$ cat config.mk
export PLATFORM = sky130hd
export DESIGN_NAME = three_wire_rtc_serial_master
export DESIGN_NICKNAME = d
export VERILOG_FILES = /design/src/rtl/twrtc_pkg.sv /design/src/rtl/twrtc_seq.sv /design/src/rtl/three_wire_rtc_serial_master.sv
export SDC_FILE = /design/constraint.sdc
export NUM_CORES = 1
export LEC_CHECK = 0
export CAP_MARGIN = 20
export CORE_MARGIN = 2
export CORE_UTILIZATION = 55
export DETAILED_ROUTE_END_ITERATION = 7
export DONT_BUFFER_PORTS = 1
export PLACE_DENSITY_LB_ADDON = 0.3
export SLEW_MARGIN = 5
export SYNTH_ARGS = -nofsm -noshare
export SYNTH_HDL_FRONTEND = slang
export SYNTH_SLANG_ARGS = --single-unit
$ cat constraint.sdc
create_clock -name clk -period 5.2 [get_ports clk]
set_clock_uncertainty 0.15 [all_clocks]
set_input_delay 0.26 -clock clk [delete_from_list [all_inputs] [get_ports clk]]
set_output_delay 0.26 -clock clk [all_outputs]
set_load 0.05 [all_outputs]
$ cat src/rtl/twrtc_pkg.sv
`timescale 1ns / 1ps
`default_nettype none
package twrtc_pkg;

  localparam int unsigned ByteW = 8;
  localparam int unsigned IdxW  = 4;
  localparam int unsigned WordW = 16;

  typedef enum logic [1:0] {
    REQ_TICK  = 2'd0,
    REQ_WRITE = 2'd1,
    REQ_READ  = 2'd2,
    REQ_NONE  = 2'd3
  } req_t;

  // Pin levels and status after one tick.
  typedef struct packed {
    logic [ByteW-1:0] rdata;
    logic             done_res;
    logic             busy_res;
    logic             io_drive;
    logic             io_out;
    logic             serial_clock;
    logic             chip_enable;
  } tick_res_t;

  // Binary to BCD with clamping at 99. The tens digit comes from a
  // multiplication by 205/2048, which is exact for every value up to 99.
  function automatic logic [ByteW-1:0] to_bcd(input logic [ByteW-1:0] v);
    logic [6:0]  c;
    logic [14:0] prod;
    logic [3:0]  tens;
    logic [6:0]  ones;
    begin
      c    = (v > ByteW'(99)) ? 7'd99 : v[6:0];
      prod = 15'(c) * 15'd205;
      tens = prod[14:11];
      ones = c - 7'((tens << 3) + (tens << 1));
      to_bcd = {tens, ones[3:0]};
    end
  endfunction

  // BCD to binary; nibbles above nine are still weighted by ten.
  function automatic logic [ByteW-1:0] from_bcd(input logic [ByteW-1:0] v);
    logic [ByteW-1:0] hi;
    begin
      hi = {4'd0, v[7:4]};
      from_bcd = (hi << 3) + (hi << 1) + {4'd0, v[3:0]};
    end
  endfunction

endpackage
`default_nettype wire

$ cat src/rtl/twrtc_seq.sv
`timescale 1ns / 1ps
`default_nettype none
module twrtc_seq (
  input  wire logic                      clk,
  input  wire logic                      rst,
  input  wire logic                      step,
  input  wire logic [1:0]                req_type,
  input  wire logic [7:0]                command,
  input  wire logic [7:0]                wdata,
  input  wire logic                      use_bcd,
  input  wire logic                      io_in,
  input  wire logic [7:0]                half_period_ticks,
  output twrtc_pkg::tick_res_t           res
);
  import twrtc_pkg::*;

  logic             busy_flag, busy_flag_next;
  logic             is_read, is_read_next;
  logic             bcd_mode, bcd_mode_next;
  logic [IdxW-1:0]  bit_index, bit_index_next;
  logic             clock_phase, clock_phase_next;
  logic [ByteW-1:0] divider_count, divider_count_next;
  logic [WordW-1:0] shift_word, shift_word_next;
  logic [ByteW-1:0] capture_byte, capture_byte_next;

  logic [ByteW-1:0] limit;
  logic [ByteW:0]   div_inc;
  logic             finish;
  logic             drive;
  logic [ByteW-1:0] rd;
  logic [ByteW-1:0] cmd_eff;
  logic [ByteW-1:0] data_eff;
  req_t             req;

  always_comb begin
    req                = req_t'(req_type);
    busy_flag_next     = busy_flag;
    is_read_next       = is_read;
    bcd_mode_next      = bcd_mode;
    bit_index_next     = bit_index;
    clock_phase_next   = clock_phase;
    divider_count_next = divider_count;
    shift_word_next    = shift_word;
    capture_byte_next  = capture_byte;
    finish             = 1'b0;
    rd                 = '0;
    limit              = (half_period_ticks == '0) ? ByteW'(1) : half_period_ticks;
    div_inc            = {1'b0, divider_count} + (ByteW+1)'(1);
    cmd_eff            = command;
    data_eff           = '0;

    if (!busy_flag) begin
      if (req == REQ_WRITE || req == REQ_READ) begin
        if (req == REQ_READ) begin
          cmd_eff = command | ByteW'(1);
        end else begin
          data_eff = use_bcd ? to_bcd(wdata) : wdata;
        end
        is_read_next       = (req == REQ_READ);
        bcd_mode_next      = use_bcd;
        shift_word_next    = {data_eff, cmd_eff};
        busy_flag_next     = 1'b1;
        bit_index_next     = '0;
        clock_phase_next   = 1'b0;
        divider_count_next = '0;
        capture_byte_next  = '0;
      end
    end else if (div_inc >= {1'b0, limit}) begin
      divider_count_next = '0;
      if (!clock_phase) begin
        // Sample at the end of the low half after each falling edge.
        if (is_read && bit_index[3]) begin
          capture_byte_next[bit_index[2:0]] = capture_byte[bit_index[2:0]] | io_in;
        end
        if (is_read && bit_index == '1) begin
          finish = 1'b1;
        end else begin
          clock_phase_next = 1'b1;
        end
      end else begin
        clock_phase_next = 1'b0;
        if (bit_index == '1) begin
          finish = 1'b1;
        end else begin
          bit_index_next = bit_index + IdxW'(1);
        end
      end
      if (finish) begin
        busy_flag_next   = 1'b0;
        bit_index_next   = '0;
        clock_phase_next = 1'b0;
        if (is_read) begin
          rd = bcd_mode ? from_bcd(capture_byte_next) : capture_byte_next;
        end
      end
    end else begin
      divider_count_next = div_inc[ByteW-1:0];
    end

    drive = busy_flag_next && (!is_read_next || !bit_index_next[3]);
    res.chip_enable  = busy_flag_next;
    res.serial_clock = busy_flag_next && clock_phase_next;
    res.io_drive     = drive;
    res.io_out       = drive && shift_word_next[bit_index_next];
    res.busy_res     = busy_flag_next;
    res.done_res     = finish;
    res.rdata        = rd;
  end

  always_ff @(posedge clk) begin
    if (rst) begin
      busy_flag     <= 1'b0;
      is_read       <= 1'b0;
      bcd_mode      <= 1'b0;
      bit_index     <= '0;
      clock_phase   <= 1'b0;
      divider_count <= '0;
      shift_word    <= '0;
      capture_byte  <= '0;
    end else if (step) begin
      busy_flag     <= busy_flag_next;
      is_read       <= is_read_next;
      bcd_mode      <= bcd_mode_next;
      bit_index     <= bit_index_next;
      clock_phase   <= clock_phase_next;
      divider_count <= divider_count_next;
      shift_word    <= shift_word_next;
      capture_byte  <= capture_byte_next;
    end
  end

endmodule
`default_nettype wire

$ cat src/rtl/three_wire_rtc_serial_master.sv
`timescale 1ns / 1ps
`default_nettype none
// Three-wire serial master for a real-time-clock chip. Each input transaction
// is one tick of the pin sequencer and yields exactly one output transaction
// carrying the pin levels and status after that tick. One transaction is taken
// every cycle: the sequencer state advances on acceptance and the result goes
// to an output register, so input is stalled only while that register holds a
// result that has not been taken. cfg_we writes the number of ticks per serial
// clock half period (zero behaves as one); write it only while the sequencer is
// idle.
module three_wire_rtc_serial_master (
  input  wire logic        clk,
  input  wire logic        rst,
  input  wire logic        s_axis_tvalid,
  output logic             s_axis_tready,
  // command[7:0], wdata[15:8], use_bcd[16], io_in[17], zero pad[23:18]
  input  wire logic [23:0] s_axis_tdata,
  // req_type[1:0]
  input  wire logic [1:0]  s_axis_tuser,
  output logic             m_axis_tvalid,
  input  wire logic        m_axis_tready,
  // chip_enable[0], serial_clock[1], io_out[2], io_drive[3], busy_res[4],
  // done_res[5], rdata[13:6], zero pad[15:14]
  output logic [15:0]      m_axis_tdata,
  input  wire logic        cfg_we,
  input  wire logic [7:0]  cfg_wdata
);
  import twrtc_pkg::*;

  logic [ByteW-1:0] half_period_ticks;
  logic             step;
  tick_res_t        res;
  logic [13:0]      out_word;

  assign s_axis_tready = !m_axis_tvalid || m_axis_tready;
  assign step          = s_axis_tvalid && s_axis_tready;

  always_ff @(posedge clk) begin
    if (rst) begin
      half_period_ticks <= ByteW'(1);
    end else if (cfg_we) begin
      half_period_ticks <= cfg_wdata;
    end
  end

  twrtc_seq u_seq (
    .clk               (clk),
    .rst               (rst),
    .step              (step),
    .req_type          (s_axis_tuser),
    .command           (s_axis_tdata[7:0]),
    .wdata             (s_axis_tdata[15:8]),
    .use_bcd           (s_axis_tdata[16]),
    .io_in             (s_axis_tdata[17]),
    .half_period_ticks (half_period_ticks),
    .res               (res)
  );

  assign out_word = res;

  always_ff @(posedge clk) begin
    if (rst) begin
      m_axis_tvalid <= 1'b0;
    end else if (s_axis_tready) begin
      m_axis_tvalid <= s_axis_tvalid;
    end
  end

  always_ff @(posedge clk) begin
    if (step) begin
      m_axis_tdata <= {2'b00, out_word};
    end
  end

endmodule
`default_nettype wire

==> flow_summary.toml, run 1 <==
[finish]
finalNetCount = 659
finalInstanceArea_mm2 = 0.005441
area_growth_pct = 13.73
drive_gt1_share_pct = 13.12
final_cells = 672
layout_commonest_cell = "nor2_1"
final_cell_mix = "nor2_1, ha_1, dfxtp_1, nand2_1, inv_1"
insertedDiodeCount = 0
final_core_util_pct = 63.32

[synthesis]
ys.flop_type = "dfxtp_1"
syn_area_mm2 = 0.004785
synth_cell_type_count = 84
synthCells = 532
avgSynthCellArea_um2 = 8.994
synth-edff-count = 13
ys_seq_area_share_pct = 28.66
synth_warnings = 0
async_reset_ff_share_pct = 0
synth_seq_cells = 62

[clocking]
cts_buffer_depth = 2
cts_tree = "done"
cts_made_buffers = 9
cts-htree-levels = 3
clk_pin_slew_worst_paths_ns = 0.08
cts-root-buf = "clkbuf_8"
clk_latency_ns = 0.34
cts.sink_count = 62

[worst_setup_path]
required_ns = 5.13
worstSetupEndpointType = "flop"
arrival_ns = 4.97
slowest_delay_ns = 0.51
critPathMaxFanout = 5
crit_type = "input pin to flop"
critPathLaunchType = "input pin"
crit_top_cell = "ha_1"
crit_slowest_cell = "fa_1"
cp_cell_sequence = "o311ai_2 -> and2b_1 -> and2_4 -> ha_1 -> ha_1 -> fa_1 -> inv_1 -> fa_1 -> inv_1 -> ha_1 -> a21oi_1 -> or3_4 -> o221ai_2 -> a21oi_1 -> xnor2_1 -> ha_1 -> xnor2_1 -> mux2i_1 -> nor2_1 -> a2111oi_4 -> o32ai_2"

[routing]
met3WireLength_um = 510
finalWirelength_um = 10820
routed-via-count = 3926
wl_met2_um = 5552
drtIter0Drc = 263
wl_per_cell_um = 16.10
postRouteAntennaNets = 0
drc = 0
m1WireLength_um = 4623
viasPerCell = 5.842
dr.pass1.iters = 5
highest_layer = "met4"

[global_routing]
grt_start_max_net_pins = 38
grt.overflow.total = 0
grt_usage_pct = 23.59
antenna_found_initial = 0
grt_pass1_wl_um = 18460
grt_pass1_vias = 3962

[floorplan]
fp-row-count = 34
dieArea_mm2 = 0.009461
initial_core_util_pct = 55.68
die_x_um = 97.27
die_y_um = 97.27
core-area_mm2 = 0.008593
io_pins = 57

[timing]
hold_ws_ns = 0.03839
setup_viol = 0
fin_crit_sh_pct = 96.97
worst_pin_slew_ns = 0.9057
slew_headroom_pct = 39.75
drv_slew = 0
fmax_ghz = 0.1983
min_period_ns = 5.043
hold_viol = 0

[outcome]
status = "complete, no violations"

[min_path]
hold_path.class = "input pin to flop"

[power_and_ir_drop]
power.total_mw = 1.549
power_density_mw_per_mm2 = 284.7
ir_drop_uv = 131.8
p_leak_nw = 2.337

[place]
dpl.cell_count = 628
post_dp_cell_area_mm2 = 0.004863
portBuffers = 0
dp_hpwl_um = 7710
gp_congestion = 0.8743

[run]
maxCapViolCount = 0
==> through the flow <==
step           setup TNS (ns)  setup slack (ns)
2_1_floorplan               0           0.02381
3_3_place_gp          -0.2838           -0.1723
3_5_place_dp          -0.5925           -0.3312
4_1_cts                     0           0.03179
5_1_grt              -0.01064          -0.01064
6_report                    0            0.1573
==> cells by family after synthesis <==
group,after synthesis,share of synthesized area (%)
buffers and inverters,70,6.799
AOI/OAI and AO/OA,109,16.68
adders and majority gates,61,17.52
xor gates and xnor gates,22,4.315
DFF,62,28.66
and+or+nand+nor,181,19.69
other,1,0.07838
muxes,26,6.250
==> registers in the layout, summed over array words and instances, names as in the netlist <==
register / cells
u_seq.is_read: 1
u_seq.clock_phase: 1
u_seq.bcd_mode: 1
m_axis_tdata: 13
u_seq.divider_count: 8
u_seq.capture_byte: 8
m_axis_tvalid: 1
u_seq.bit_index: 4
half_period_ticks: 8
u_seq.shift_word: 16
u_seq.busy_flag: 1
==> power by group <==
part / total (mW) / switching, mW / internal (mW)
logic: 0.445 / 0.227 / 0.219
clock network: 0.542 / 0.206 / 0.335
registers: 0.562 / 0.0481 / 0.514
total: 1.55 / 0.481 / 1.07
==> worst max-delay path, delay by kind of cell <==
family,cells,cell delay (ns)
buf+inv,2,0.09
xor+xnor,2,0.39
mux,1,0.17
simple gates,4,0.84
compound gates,6,1.14
fa+ha+maj,6,2.10
==> layout make-up <==
cell class	instances	area, µm²
clock buffers	10	137.6
repair buffers	40	377.9
well taps	108	135.1
clock inverters	6	113.9
flip-flops and latches	62	1371
fillers	720	3152
multi-input cells	401	3137
inverters	45	168.9
==> Yosys cell counts, types with 5 or more instances <==
cell | number | area (µm²)
a211oi_1 | 5 | 37.54
a21oi_1 | 37 | 185.2
a22o_1 | 7 | 61.31
a22oi_1 | 10 | 75.07
clkbuf_1 | 12 | 45.04
dfxtp_1 | 49 | 980.9
edfxtp_1 | 13 | 390.4
fa_1 | 10 | 200.2
ha_1 | 51 | 638.1
inv_1 | 44 | 165.2
mux2_2 | 11 | 123.9
mux2i_1 | 13 | 130.1
nand2_1 | 47 | 176.4
nand2b_1 | 9 | 56.30
nand3_1 | 8 | 40.04
nand4_1 | 6 | 37.54
nor2_1 | 57 | 214.0
nor3_1 | 11 | 55.05
o211ai_1 | 5 | 37.54
o21ai_0 | 8 | 40.04
or2_2 | 5 | 31.28
xnor2_1 | 17 | 148.9
==> layer usage <==
metal	track usage [%]	up-vias
met5	0	-
met4	7.265	0
met3	5.468	15
met2	41.03	99
met1	29.13	1867
li1	-	1945
==> what timing repair did <==
item	in CTS	in global routing
hold buffers	27	0
endpoints found under the hold margin	37	0
gates resized for setup	0	6
buffers inserted	0	1
setup endpoints to repair	0	2
==> worst paths after layout <==
path	start	endpoint	slack, ns	cells past startpoint
max	s_axis_tdata[12]	m_axis_tdata[2]$_DFFE_PP_	0.16	21
min	rst	u_seq.divider_count[3]$_SDFFE_PP0P_	0.04	2
max reg2reg	u_seq.divider_count[0]$_SDFFE_PP0P_	m_axis_tdata[2]$_DFFE_PP_	1.02	14
min reg2reg	u_seq.shift_word[11]$_SDFFE_PP0P_	u_seq.shift_word[11]$_SDFFE_PP0P_	0.31	2
Power figures use the tool's default switching activity.
==> run 2, diff against run 1 <==
- CORE_UTILIZATION: 55 -> 50
- GPL_ROUTABILITY_DRIVEN: default -> 0
==> run 2 against run 1 <==
Net effect:
- clock power decreased by 31%
- highest routed layer unchanged
- register-to-register slack got worse by 0.04 ns
- cell count increased by 2.8%
- largest power group unchanged
==> flow_summary.toml, run 2 (synthesized netlist as in run 1, its figures left out) <==
[outcome]
status = "complete, no violations"

[global_routing]
grt_pass1_wl_um = 18070
antenna_found_initial = 0
grt_usage_pct = 21.78
grt.overflow.total = 0
grt_pass1_vias = 3902
grt_start_max_net_pins = 38

[min_path]
hp-start = "rst"
hold_path.class = "input pin to flop"
holdPathEnd = "u_seq.divider_count[3]$_SDFFE_PP0P_"
worst_hold_path.num_cells = 2

[clocking]
cts-root-buf = "clkbuf_8"
cts-htree-levels = 3
cts_tree = "done"
cts_buffer_depth = 2
cts_made_buffers = 9
cts.sink_count = 62
clk_latency_ns = 0.34
clk_pin_slew_worst_paths_ns = 0.07

[floorplan]
die_x_um = 101.8
die_y_um = 101.8
core-area_mm2 = 0.009284
initial_core_util_pct = 51.54
fp-row-count = 35
io_pins = 57
dieArea_mm2 = 0.01037

[worst_setup_path]
rr_worst_depth = 14
r2r-end = "m_axis_tdata[2]$_DFFE_PP_"
cp_cell_sequence = "o311ai_4 -> and2b_1 -> and2_4 -> ha_1 -> inv_1 -> fa_1 -> inv_1 -> ha_1 -> inv_1 -> fa_1 -> inv_1 -> ha_1 -> nand3_1 -> or3_4 -> o221ai_4 -> a21oi_2 -> xnor2_1 -> ha_1 -> xnor2_1 -> mux2i_1 -> nor2_1 -> a2111oi_2 -> o32ai_1"
slowest_delay_ns = 0.53
worstSetupEndpointType = "flop"
crit_type = "input pin to flop"
critPathMaxFanout = 5
startpoint = "s_axis_tdata[12]"
critPathLaunchType = "input pin"
cp_top_family = "adder cells"
required_ns = 5.12
r2r_start = "u_seq.divider_count[0]$_SDFFE_PP0P_"
crit_buf_inv = 4
crit_slowest_cell = "fa_1"
r2r_slack_ns = 0.98
arrival_ns = 4.91

[finish]
final_core_util_pct = 57.82
final_cell_mix = "nor2_1, ha_1, dfxtp_1, nand2_1, inv_1"
drive_gt1_share_pct = 12.46
insertedDiodeCount = 0
reg.largest.list = "u_seq.shift_word (16), m_axis_tdata (13)"
largest_reg_flops = 16
regMostFlops = "u_seq.shift_word"
layout_commonest_cell = "nor2_1"
finalNetCount = 657
area_growth_pct = 12.19

[power_and_ir_drop]
power_density_mw_per_mm2 = 254.5
p_leak_nw = 2.292
ir_drop_uv = 108.4

[timing]
fin_crit_sh_pct = 96.01
hold_viol = 0
setup_viol = 0
worst_pin_slew_ns = 0.9138
slew_headroom_pct = 39.21
min_period_ns = 4.992
drv_slew = 0
fmax_ghz = 0.2003
hold_ws_ns = 0.03621
finalSetupTns_ns = 0

[routing]
finalWirelength_um = 10680
viasPerCell = 5.673
routed-via-count = 3920
wl_per_cell_um = 15.45
postRouteAntennaNets = 0
drtIter0Drc = 157
drc = 0
dr.pass1.iters = 6

[place]
portBuffers = 0
dp_hpwl_um = 7847

[run]
maxCapViolCount = 0
[run 2: power breakdown]
group          leakage [nW]  switching [mW]  internal [mW]
Clock                0.0902           0.200          0.172
Sequential            0.528          0.0480          0.514
Combinational          1.67           0.224          0.207
Total                  2.29           0.473          0.893
[run 2: layout make-up]
class / count / area (µm²)
fill: 828 / 3916
clock buffer: 10 / 127.6
sequential: 62 / 1371
multi-input combinational: 401 / 3138
tap: 129 / 161.4
clock inverter: 6 / 37.54
timing repair buffer: 38 / 362.8
inverter: 45 / 168.9
[run 2: worst max path at each step]
stage                                   endpoint  slack [ns]  cells past startpoint
6_report               m_axis_tdata[2]$_DFFE_PP_        0.21                     23
5_1_grt                m_axis_tdata[2]$_DFFE_PP_      -0.005                     23
4_1_cts                m_axis_tdata[2]$_DFFE_PP_        0.03                     21
3_5_place_dp           m_axis_tdata[2]$_DFFE_PP_       -0.34                     21
3_3_place_gp           m_axis_tdata[2]$_DFFE_PP_       -0.15                     21
2_1_floorplan  u_seq.shift_word[11]$_SDFFE_PP0P_        0.02                     21
[run 2: timing repair]
| item | CTS | global route |
|---|---|---|
| endpoints found under the hold margin | 37 | 0 |
| setup buffers | 0 | 0 |
| endpoints found under the setup margin | 0 | 2 |
| hold buffers | 27 | 0 |
| resized for setup | 0 | 6 |
[run 2: metrics by stage]
step                std cells  worst slack [ns]  area (µm²)  total power, mW
detailed placement        648           -0.3360        4882           0.9640
floorplan                 533           0.02381        4795           0.8772
global placement          648           -0.1527        4882           0.9494
global route              691         -0.004874        5368            1.462
CTS                       691           0.02819        5328            1.364
finish                    691            0.2075        5368            1.366
[run 2: layer usage]
| layer | wire, µm | GRT usage [%] | share of wire [%] |
|---|---|---|---|
| met1 | 4687 | 27.91 | 44 |
| met2 | 5403 | 36.59 | 51 |
| met3 | 470 | 4.651 | 4.4 |
| met4 | 115 | 7.385 | 1.1 |
| met5 | 0 | 0 | 0 |
==> run 3, diff against run 2 <==
- CORE_UTILIZATION: 50 -> 47
==> run 3 against run 2 <==
Net effect:
- hold slack worse by 0.013 ns
- highest routed layer unchanged
- via count is 0.23% higher
- critical endpoint unchanged
- first-iteration DRC count up 67%
- critical path type unchanged
- cell count grew 0.72%
- worst setup slack better by 0.085 ns
- register-to-register slack barely moved
- clock power up 27%
==> flow_summary.toml, run 3 (synthesized netlist as in run 1, its figures left out) <==
[clocking]
clk_latency_ns = 0.35
clk_pin_slew_worst_paths_ns = 0.07
cts_buffer_depth = 2
cts.sink_count = 62
cts-root-buf = "clkbuf_8"
cts_made_buffers = 9
cts_tree = "done"
cts-htree-levels = 3
postCtsSetupBuffers = 0

[worst_setup_path]
required_ns = 5.13
r2r_start = "u_seq.divider_count[0]$_SDFFE_PP0P_"
crit_type = "input pin to flop"
cp_cell_sequence = "o311ai_2 -> and2b_1 -> and2_4 -> ha_1 -> ha_1 -> fa_1 -> inv_1 -> fa_1 -> inv_1 -> ha_1 -> a21oi_1 -> or3_1 -> o221ai_2 -> a21oi_1 -> xnor2_1 -> ha_1 -> xnor2_1 -> mux2i_1 -> nor2_1 -> a2111oi_2 -> o32ai_1"
crit_top_cell = "ha_1"
slowest_delay_ns = 0.51
worstSetupEndpointType = "flop"
critPathMaxFanout = 5
critPathLaunchType = "input pin"
arrival_ns = 4.84
startpoint = "s_axis_tdata[12]"
crit_slowest_cell = "fa_1"

[global_routing]
grt_pass1_vias = 3868
antenna_found_initial = 0
grt_usage_pct = 21.16
grt_start_max_net_pins = 38
grt_pass1_wl_um = 18690
grt.overflow.total = 0

[timing]
fmax_ghz = 0.2038
slew_headroom_pct = 40.50
min_period_ns = 4.907
setup_viol = 0
rsz0062_at_grt = "no"
fin_crit_sh_pct = 94.37
hold_viol = 0
drv_slew = 0
finalSetupTns_ns = 0
finalWorstSetupSlack_ns = 0.2930
worst_pin_slew_ns = 0.8858

[power_and_ir_drop]
p_leak_nw = 2.315
power.total_mw = 1.472
ir_drop_uv = 106.4
power_density_mw_per_mm2 = 271.8

[finish]
regMostFlops = "u_seq.shift_word"
drive_gt1_share_pct = 12.79
layout_commonest_cell = "nor2_1"
nFillCells = 921
area_growth_pct = 13.21
insertedDiodeCount = 0
finalNetCount = 658
largest_reg_flops = 16
reg.largest.list = "u_seq.shift_word (16), m_axis_tdata (13)"
final_cells = 696
final_cell_mix = "nor2_1, ha_1, dfxtp_1, nand2_1, inv_1"

[place]
dpl.cell_count = 653
dp_hpwl_um = 8218
dp_slack_ns = -0.2418
portBuffers = 0

[floorplan]
die_y_um = 104.9
fp-row-count = 36
die_x_um = 104.9
initial_core_util_pct = 48.73
dieArea_mm2 = 0.01100
core-area_mm2 = 0.009819
io_pins = 57

[routing]
viasPerCell = 5.645
dr.pass1.iters = 4
routed-via-count = 3929
drtIter0Drc = 262
drc = 0
postRouteAntennaNets = 0
highest_layer = "met4"
m1WireLength_um = 5127
wl_met2_um = 5438
met3WireLength_um = 612
wl_per_cell_um = 16.32
finalWirelength_um = 11360

[min_path]
hp-start = "rst"
hold_path.class = "input pin to flop"

[outcome]
status = "complete, no violations"

[run]
maxCapViolCount = 0
-- run 3: path summary, 6_finish.rpt --
check,slack (ns),depth (start not counted),to
max,0.29,21,m_axis_tdata[2]$_DFFE_PP_
min,0.02,2,u_seq.shift_word[11]$_SDFFE_PP0P_
max reg2reg,0.99,14,m_axis_tdata[2]$_DFFE_PP_
min reg2reg,0.31,2,u_seq.shift_word[7]$_SDFFE_PP0P_
-- run 3: timing repair --
| action | CTS | global route |
|---|---|---|
| resized for setup | 0 | 4 |
| hold buffers | 27 | 0 |
| hold endpoints to repair | 37 | 0 |
| setup endpoints to repair | 0 | 2 |
-- run 3: worst max-delay path, delay by kind of cell --
family / cells / cell delay [ns]
adder cells (fa/ha/maj): 6 / 2.09
AO/OA/AOI/OAI: 6 / 1.12
AND/OR/NAND/NOR: 4 / 0.81
XOR/XNOR: 2 / 0.31
multiplexers: 1 / 0.16
buffers and inverters: 2 / 0.10
-- run 3: per-layer routing --
| metal | global-route usage, % | vias up |
|---|---|---|
| li1 | - | 1941 |
| met5 | 0 | - |
| met1 | 26.73 | 1863 |
| met4 | 6.286 | 0 |
| met3 | 5.365 | 17 |
| met2 | 35.58 | 108 |
-- run 3: final cells by class --
type | instances | area, µm² | share of cell area [%]
well taps | 133 | 166.4 | 3.072
inverters | 45 | 168.9 | 3.119
repair buffers | 39 | 370.4 | 6.838
clock inverters | 5 | 61.31 | 1.132
multi-input cells | 401 | 3115 | 57.52
clock buffers | 11 | 162.7 | 3.003
flip-flops and latches | 62 | 1371 | 25.32
-- run 3: report_power, final --
part | total [mW] | switching [mW] | internal, mW
Combinational | 0.434 | 0.224 | 0.210
Sequential | 0.563 | 0.0487 | 0.514
Clock | 0.475 | 0.208 | 0.267
-- run 3: stage by stage --
| stage | hold slack (ns) | utilization [%] | area [µm²] |
|---|---|---|---|
| 5_1_grt | 0.02049 | 55.16 | 5416 |
| 6_report | 0.02303 | 55.16 | 5416 |
| 3_3_place_gp | 0.1896 | 49.85 | 4895 |
| 4_1_cts | 0.01840 | 54.98 | 5399 |
| 3_5_place_dp | 0.1908 | 49.85 | 4895 |
| 2_1_floorplan | 0.2324 | - | 4795 |
